[src/sjq_pkg.sv]
package sjq_pkg;

  localparam int DEF_QUEUE_DEPTH = 64;
  localparam int DEF_TIME_BITS   = 32;

  localparam int CFG_INDEX_BITS = 2;
  localparam int CFG_DATA_BITS  = 7;
  localparam int LIMIT_BITS     = 7;
  localparam int COUNT_BITS     = 7;
  localparam int FIELD_TIME_BITS = 32;
  localparam int IN_DATA_BITS   = 128;
  localparam int OUT_DATA_BITS  = 144;

  localparam logic [CFG_INDEX_BITS-1:0] REG_FIFO_MODE  = 2'd0;
  localparam logic [CFG_INDEX_BITS-1:0] REG_LIMIT_EN   = 2'd1;
  localparam logic [CFG_INDEX_BITS-1:0] REG_WAIT_LIMIT = 2'd2;

  localparam logic [LIMIT_BITS-1:0] WAIT_LIMIT_RESET = 7'd64;

  localparam logic OP_ARRIVAL = 1'b0;
  localparam logic OP_END     = 1'b1;

  localparam logic [1:0] EV_DROPPED  = 2'd0;
  localparam logic [1:0] EV_STARTED  = 2'd1;
  localparam logic [1:0] EV_QUEUED   = 2'd2;
  localparam logic [1:0] EV_DEPARTED = 2'd3;

  localparam logic [7:0] KIND_REPORT = 8'd1;
  localparam logic [7:0] VISITS_MAX  = 8'hFF;

  // One classified request handed from the front to the back.
  typedef struct packed {
    logic        is_end;
    logic [31:0] now;
    logic [15:0] id;
    logic [7:0]  kind;
    logic [7:0]  visits;
    logic [31:0] wtot;
    logic [31:0] stot;
  } cmd_t;

  typedef struct packed {
    logic [1:0]            event_code;
    logic [15:0]           id;
    logic [7:0]            kind;
    logic [7:0]            visits;
    logic [31:0]           wtot;
    logic [31:0]           stot;
    logic [31:0]           served;
    logic                  report;
    logic [COUNT_BITS-1:0] count;
    logic                  busy;
    logic                  last;
  } res_t;

endpackage

[src/sjq_front.sv]
module sjq_front (
  input  logic                                clk,
  input  logic                                rst,
  input  logic                                s_tvalid,
  output logic                                s_tready,
  input  logic [sjq_pkg::IN_DATA_BITS-1:0]    s_tdata,
  input  logic                                s_tuser,
  output logic                                cmd_valid,
  input  logic                                cmd_ready,
  output sjq_pkg::cmd_t                       cmd
);

  sjq_pkg::cmd_t slots [2];
  logic          wr_ptr;
  logic          rd_ptr;
  logic [1:0]    count;
  sjq_pkg::cmd_t incoming;
  logic          push;
  logic          pop;

  // The visit count is bumped here so the back only moves records around.
  always_comb begin
    incoming.is_end = (s_tuser == sjq_pkg::OP_END);
    incoming.now    = s_tdata[31:0];
    incoming.id     = s_tdata[47:32];
    incoming.kind   = s_tdata[55:48];
    incoming.visits = (s_tdata[63:56] == sjq_pkg::VISITS_MAX) ? sjq_pkg::VISITS_MAX
                                                               : s_tdata[63:56] + 8'd1;
    incoming.wtot   = s_tdata[95:64];
    incoming.stot   = s_tdata[127:96];
  end

  assign s_tready  = (count != 2'd2);
  assign cmd_valid = (count != 2'd0);
  assign cmd       = slots[rd_ptr];
  assign push      = s_tvalid && s_tready;
  assign pop       = cmd_valid && cmd_ready;

  always_ff @(posedge clk) begin
    if (rst) begin
      wr_ptr <= 1'b0;
      rd_ptr <= 1'b0;
      count  <= 2'd0;
    end else begin
      if (push) begin
        wr_ptr <= ~wr_ptr;
      end
      if (pop) begin
        rd_ptr <= ~rd_ptr;
      end
      if (push && !pop) begin
        count <= count + 2'd1;
      end else if (pop && !push) begin
        count <= count - 2'd1;
      end
    end
  end

  always_ff @(posedge clk) begin
    if (push) begin
      slots[wr_ptr] <= incoming;
    end
  end

endmodule

[config.mk]
export PLATFORM = sky130hd
export DESIGN_NAME = sjq_front
export DESIGN_NICKNAME = d
export VERILOG_FILES = /design/src/sjq_pkg.sv /design/src/sjq_front.sv
export SDC_FILE = /design/constraint.sdc
export NUM_CORES = 1
export LEC_CHECK = 0
export BUFFER_PORTS_ARGS = -buffer_cell sky130_fd_sc_hd__buf_4
export CORE_ASPECT_RATIO = 0.75
export CORE_MARGIN = 2
export CORE_UTILIZATION = 34
export CTS_CLUSTER_DIAMETER = 100
export DETAILED_ROUTE_END_ITERATION = 7
export MAX_ROUTING_LAYER = met4
export PLACE_DENSITY_LB_ADDON = 0.12
export SETUP_SLACK_MARGIN = 0.02
export SYNTH_ARGS = -nofsm -noshare
export SYNTH_HDL_FRONTEND = slang
export SYNTH_SLANG_ARGS = --single-unit
[constraint.sdc]
create_clock -name clk -period 3.9 [get_ports clk]
set_clock_uncertainty 0.1 [all_clocks]
set_input_delay 0.39 -clock clk [delete_from_list [all_inputs] [get_ports clk]]
set_output_delay 0.39 -clock clk [all_outputs]
set_load 0.01 [all_outputs]
==> flow_metrics.py, run 1 <==
metrics = {
    "floorplan": {
        "die-height_um": 151,
        "initial_utilization_pct": 34.6,
        "coreArea_um2": 28100,
        "design.portCount": 264,
        "die_w_um": 199,
        "die_area_um2": 30000,
        "core.rowCount": 53,
    },
    "routing": {
        "drtIter0Drc": 246,
        "route.detailed.vias_per_inst": 4.40,
        "route.final.wire_length_mm": 21.8,
        "remaining_drc_errors": 0,
        "vias": 5569,
        "final_antenna_net_count": 0,
        "detailed_routing_iteration_count_for_the_pre_antenna_repair_pass": 5,
        "post_drt_wl_per_cell_um": 17.2,
    },
    "setup_path": {
        "cp_data_required_time_ps": 3410,
        "timing.setup.critical_path_class": "reg -> out",
        "regToRegSetupSlack_ps": 1590,
        "cp_max_fo": 88,
        "cp.arrival_ps": 2450,
        "critical_path.endpoint_type": "output port",
        "timing.critical_path.from_type": "register",
    },
    "synth": {
        "synth_cell_types": 27,
        "synth_fp_nets": 589,
        "syn_inst": 454,
        "synth.cells.most_frequent": "sky130_fd_sc_hd__edfxtp_1 (258), sky130_fd_sc_hd__mux2_2 (129), sky130_fd_sc_hd__buf_6 (11), sky130_fd_sc_hd__a21oi_1 (7), sky130_fd_sc_hd__nor2_1 (6)",
        "synth_async_sr_flop_share_pct": 0,
        "netlist_area_um2": 9740,
        "synth_top_area_share_pct": 79.5,
        "synth_sequential_area_ratio_pct": 80.6,
        "ys.flop_type": "sky130_fd_sc_hd__edfxtp_1",
        "synth_seq_cells": 263,
        "post-synth-top-count-cell": "sky130_fd_sc_hd__edfxtp_1",
        "yosys-top-cells-area": "sky130_fd_sc_hd__edfxtp_1 (80%), sky130_fd_sc_hd__mux2_2 (15%), sky130_fd_sc_hd__buf_6 (1.3%)",
        "synth_enable_flop_cells": 258,
        "syn_area_per_cell_um2": 21.5,
        "ys.warnings.count": 0,
        "synth_largest_area_cell": "sky130_fd_sc_hd__edfxtp_1",
    },
    "grt": {
        "globalRouteOverflowTotal": 0,
        "globalRouteTotalUtil_pct": 14.3,
        "largest_net_degree_at_the_start_of_global_routing": 89,
        "antenna_violations_before_repair": 1,
        "grt_first_pass_wirelength_mm": 32.1,
        "first_global_vias": 5937,
    },
    "timing": {
        "hold_slack_ps": 74.3,
        "timing.final.ws_setup_ps": 965,
        "fmax_mhz": 341,
        "rsz0062_at_grt": "no",
        "timing.slew.headroom_pct": 59.6,
        "accumulated_negative_setup_slack_ps": 0,
        "final_clock_period_utilization_by_the_worst_path_pct": 75.3,
        "timing_max_transition_violations_final": 0,
        "final_hold_vios": 0,
        "worst_slew_pin_tran_ps": 605,
        "finalSetupViolations": 0,
        "minimum_clock_period_ps": 2940,
    },
    "power": {
        "cellLeakagePower_nw": 5.27,
        "ir_worst_vdd_uv": 332,
        "pwr_density_cell_nw_per_um2": 585,
    },
    "outcome": {
        "outcome": "finished clean",
    },
    "clock_network": {
        "cts_inserted_buffers": 28,
        "cts-root-buf": "sky130_fd_sc_hd__clkbuf_16",
        "cts_max_level": 1,
        "ctsLongestPathBuffers": 3,
        "post_cts_resized": 0,
        "worst_setup_hold_path_clk_slew_ps": 60,
        "clkLatencyLatePin_ps": 530,
        "post_cts.repair.setup_buffers": 0,
        "holdBufCountCts": 122,
        "clk_sinks": 263,
        "tritoncts_clock_tree": "built",
    },
    "layout": {
        "layout.filler_cells": 2397,
        "fraction_of_final_layout_cells_with_drive_strength_greater_than_1_pct": 49.9,
        "syn2layout_area_growth_pct": 45.8,
        "layout.nets": 994,
        "area.sequential_um2": 7850,
        "multi_input_area_um2": 1750,
    },
    "placement": {
        "gpl.final_weighted_congestion": 0.767,
        "detailed_place_hpwl_mm": 13.7,
        "port_buffers": 263,
        "place_worst_setup_slack_ps": 1540,
    },
    "job": {
        "cap_viol_max_count": 0,
    },
    "min_path": {
        "class_of_the_tightest_hold_or_removal_check": "in -> reg",
    },
}
[where the power goes]
group	switching, mW	internal [mW]
Combinational	1.01	1.17
Clock	1.03	1.42
Sequential	0.146	3.53
Total	2.18	6.13
[logic make-up (layout without fill, tap and decap cells)]
logic type | after synthesis | after routing | synth area share (%)
flip-flops | 263 | 263 | 80.6
multiplexers | 129 | 129 | 14.9
AND/OR/NAND/NOR | 25 | 25 | 1.43
AO/OA/AOI/OAI | 16 | 16 | 1.01
buffers and inverters | 16 | 442 | 1.57
XOR/XNOR | 3 | 3 | 0.270
adder cells (fa/ha/maj) | 2 | 2 | 0.257
other | 0 | 1 | 0
[stage by stage]
step	util [%]	instances	instance area, um^2	power, mW
after floorplan	-	454	9740	4.89
after global placement	43.2	1092	12100	5.81
after detailed placement	43.2	1092	12100	5.84
after CTS	50.5	1265	14200	8.44
after global routing	50.5	1266	14200	8.70
final	50.5	1266	14200	8.31
[worst paths after layout]
kind / start / to / depth (start not counted)
worst max-delay path: register / cmd[77] / 3
worst min-delay path: s_tdata[56] / slots[0][64]$_DFFE_PP_ / 2
worst max register to register: count[0]$_SDFFE_PP0P_ / slots[0][51]$_DFFE_PP_ / 4
worst min register to register: rd_ptr$_SDFFE_PP0P_ / rd_ptr$_SDFFE_PP0P_ / 2
[layout by cell type (no fill, tap or decap), types with 2 or more instances in the layout]
master                          Yosys  final
sky130_fd_sc_hd__xor2_1             3      3
sky130_fd_sc_hd__nand2b_1           2      2
sky130_fd_sc_hd__clkinvlp_4         0      2
sky130_fd_sc_hd__buf_12             0      3
sky130_fd_sc_hd__dlygate4sd3_1      0    122
sky130_fd_sc_hd__a21oi_1            7      7
sky130_fd_sc_hd__o21ai_0            2      2
sky130_fd_sc_hd__dfxtp_1            5      4
sky130_fd_sc_hd__mux2_2           129    129
sky130_fd_sc_hd__and3_1             3      2
sky130_fd_sc_hd__clkinv_2           0      5
sky130_fd_sc_hd__a41oi_1            2      2
sky130_fd_sc_hd__ha_1               2      2
sky130_fd_sc_hd__buf_4              2    265
sky130_fd_sc_hd__nor2_1             6      6
sky130_fd_sc_hd__nand2_1            2      2
sky130_fd_sc_hd__a31oi_1            3      3
sky130_fd_sc_hd__nor2b_1            2      2
sky130_fd_sc_hd__clkinv_1           0      6
sky130_fd_sc_hd__clkbuf_16          0     29
sky130_fd_sc_hd__clkbuf_1           0      8
sky130_fd_sc_hd__and2_1             4      4
sky130_fd_sc_hd__edfxtp_1         258    258
[routing by layer]
metal  share of wire [%]  track usage (%)  vias up
li1                    -                -     2616
met1                  44             18.8     2732
met2                  46             22.0      193
met3                 8.1             4.35       28
met4                 1.9             3.30        0
met5                   0                -        -
[sequential cells by signal, indices dropped and copies added (netlist names), named ones only]
signal	count
count	2
slots	258
rd_ptr	1
wr_ptr	1
[worst max-delay path: stages, from the launching register on]
cell	delay (ps)
sky130_fd_sc_hd__dfxtp_4	730
sky130_fd_sc_hd__buf_12	430
sky130_fd_sc_hd__mux2_2	440
sky130_fd_sc_hd__buf_4	160
[layout make-up]
class | count | area share [%]
Tap cell | 385 | 3.39
Multi-Input combinational cell | 175 | 12.3
Sequential cell | 263 | 55.3
Clock inverter | 14 | 0.652
Antenna cell | 1 | 0.0176
Timing Repair Buffer | 390 | 23.0
Inverter | 1 | 0.0440
Clock buffer | 37 | 5.32
Power figures use the tool's default switching activity.
==> run 2, diff against run 1 <==
- clock period: 3.9 -> 2.55 ns (I/O delays scaled with it)
==> run 2 against run 1 <==
Compared with the run above: critical path depth is the same; register-to-register slack worse by 880 ps; clock power is 64% higher; first-iteration DRC count shrank 38%; worst setup slack got worse by 740 ps; sequential power grew 51%; sequential share of layout area is 0.58 points lower; cell count rose by 0.39%; global-route usage down 0.57 points; power up 57%; count of clock-buffer cells in the layout decreased by 6; critical endpoint is now cmd[24]; via count fell by 1.1%.
==> flow_metrics.py, run 2 (synthesis gave the netlist of run 1 again) <==
metrics = {
    "power": {
        "pwr_density_cell_nw_per_um2": 906,
        "cellLeakagePower_nw": 5.34,
        "ir_worst_vdd_uv": 635,
    },
    "routing": {
        "detailed_routing_iteration_count_for_the_pre_antenna_repair_pass": 4,
        "vias": 5509,
        "route.final.wire_length_mm": 21.0,
        "post_drt_wl_per_cell_um": 16.6,
        "drtIter0Drc": 152,
        "route.detailed.vias_per_inst": 4.33,
        "final_antenna_net_count": 0,
        "remaining_drc_errors": 0,
    },
    "setup_path": {
        "cp_max_fo": 38,
        "critical_path.reg2reg.endpoint": "slots[0][109]$_DFFE_PP_",
        "cp-endpoint": "cmd[24]",
        "worstRegToRegCells": 4,
        "regToRegSetupSlack_ps": 710,
        "crit_slowest_cell": "sky130_fd_sc_hd__buf_4",
        "timing.setup.critical_path_class": "reg -> out",
        "cp.arrival_ps": 1970,
        "critPathMostFrequentCell": "sky130_fd_sc_hd__buf_4",
        "cp_data_required_time_ps": 2190,
        "rr_startpoint": "count[0]$_SDFFE_PP0P_",
        "worstPathCellList": "buf_4 > mux2_2 > buf_4",
        "timing.critical_path.slowest_cell_delay_ps": 450,
        "critical_path.endpoint_type": "output port",
        "timing.critical_path.from_type": "register",
    },
    "layout": {
        "fraction_of_final_layout_cells_with_drive_strength_greater_than_1_pct": 51.3,
        "regMostFlops": "slots",
        "most-common-layout-cells": "sky130_fd_sc_hd__buf_4 (265), sky130_fd_sc_hd__edfxtp_1 (258), sky130_fd_sc_hd__mux2_2 (129), sky130_fd_sc_hd__dlygate4sd3_1 (124), sky130_fd_sc_hd__clkbuf_16 (29)",
        "syn2layout_area_growth_pct": 47.4,
        "layout.nets": 998,
        "largest_regs": "slots: 258 flops, count: 2 flops",
        "layout.cell_area.non_filler_um2": 14400,
        "mostFrequentLayoutCell": "sky130_fd_sc_hd__buf_4",
        "largest_register_ff_count": 258,
        "layout.filler_cells": 2335,
    },
    "placement": {
        "detailed_place_hpwl_mm": 13.4,
        "port_buffers": 263,
        "gpl.final_weighted_congestion": 0.725,
        "place_area_um2": 12200,
    },
    "clock_network": {
        "cts-root-buf": "sky130_fd_sc_hd__clkbuf_16",
        "worst_setup_hold_path_clk_slew_ps": 60,
        "holdBufCountCts": 124,
        "clkLatencyLatePin_ps": 530,
        "clk_sinks": 263,
        "post_cts.repair.setup_buffers": 0,
        "cts_max_level": 1,
        "post_cts_resized": 0,
        "tritoncts_clock_tree": "built",
        "cts_inserted_buffers": 28,
        "ctsLongestPathBuffers": 3,
    },
    "timing": {
        "final_hold_vios": 0,
        "finalSetupViolations": 0,
        "rsz0062_at_grt": "no",
        "timing_max_transition_violations_final": 0,
        "minimum_clock_period_ps": 2330,
        "fmax_mhz": 430,
        "hold_slack_ps": 41.3,
        "final_clock_period_utilization_by_the_worst_path_pct": 91.3,
        "worst_slew_pin_tran_ps": 542,
        "timing.slew.headroom_pct": 63.8,
    },
    "floorplan": {
        "die-height_um": 151,
        "die_w_um": 199,
        "core.rowCount": 53,
        "coreArea_um2": 28100,
        "design.portCount": 264,
        "die_area_um2": 30000,
        "initial_utilization_pct": 34.6,
    },
    "min_path": {
        "worstHoldPathCells": 3,
        "class_of_the_tightest_hold_or_removal_check": "in -> reg",
    },
    "grt": {
        "antenna_violations_before_repair": 1,
        "first_global_vias": 5891,
        "largest_net_degree_at_the_start_of_global_routing": 66,
        "globalRouteTotalUtil_pct": 13.8,
        "globalRouteOverflowTotal": 0,
        "grt_first_pass_wirelength_mm": 30.8,
    },
    "outcome": {
        "outcome": "finished clean",
    },
    "job": {
        "cap_viol_max_count": 0,
    },
}
-- run 2: worst max-delay path, delay by kind of cell (launching register included) --
family	cells	cell delay, ps
muxes	1	420
DFF	1	380
buffers and inverters	2	600
-- run 2: how the worst min path moves through the flow --
stage                      from                 endpoint  slack [ps]
floorplan                   rst    count[0]$_SDFFE_PP0P_         220
global placement    s_tdata[88]   slots[0][56]$_DFFE_PP_         340
detailed placement  s_tdata[13]  slots[0][109]$_DFFE_PP_         340
CTS                 s_tdata[61]   slots[0][69]$_DFFE_PP_          20
global route        s_tdata[60]   slots[1][68]$_DFFE_PP_          60
finish              s_tdata[63]   slots[1][64]$_DFFE_PP_          40
-- run 2: where the power goes --
group	total [mW]	internal [mW]	leakage, nW	switching (mW)
sequential	5.54	5.40	2.45	0.133
clock	4.01	2.40	0.460	1.61
combinational	3.47	1.84	2.43	1.63
total	13.0	9.64	5.34	3.37
-- run 2: through the flow --
step / utilization [%] / power, mW / setup WS [ps] / TNS, ps / cells
final: 51.1 / 13.0 / 222 / 0 / 1271
after global routing: 51.1 / 13.6 / 118 / 0 / 1271
after CTS: 51.1 / 13.2 / 180 / 0 / 1270
after detailed placement: 43.3 / 8.99 / 708 / 0 / 1094
after global placement: 43.3 / 8.93 / 749 / 0 / 1094
after floorplan: - / 7.47 / -489 / -78360 / 454
-- run 2: metal layers --
layer	track usage (%)	routed length [um]	share of wire (%)	vias to the layer above
li1	-	-	-	2633
met1	16.6	8880	42	2670
met2	21.7	9910	47	174
met3	5.33	1830	8.7	32
met4	3.63	433	2.1	0
met5	-	0	0	-
-- run 2: area by class of cell --
class	instances	area, um^2	area share, %
Antenna cell	1	2.50	0.0174
Clock buffer	31	743	5.18
Clock inverter	21	188	1.31
Inverter	1	7.51	0.0523
Multi-Input combinational cell	175	1750	12.2
Sequential cell	263	7850	54.7
Tap cell	385	482	3.35
Timing Repair Buffer	394	3330	23.2
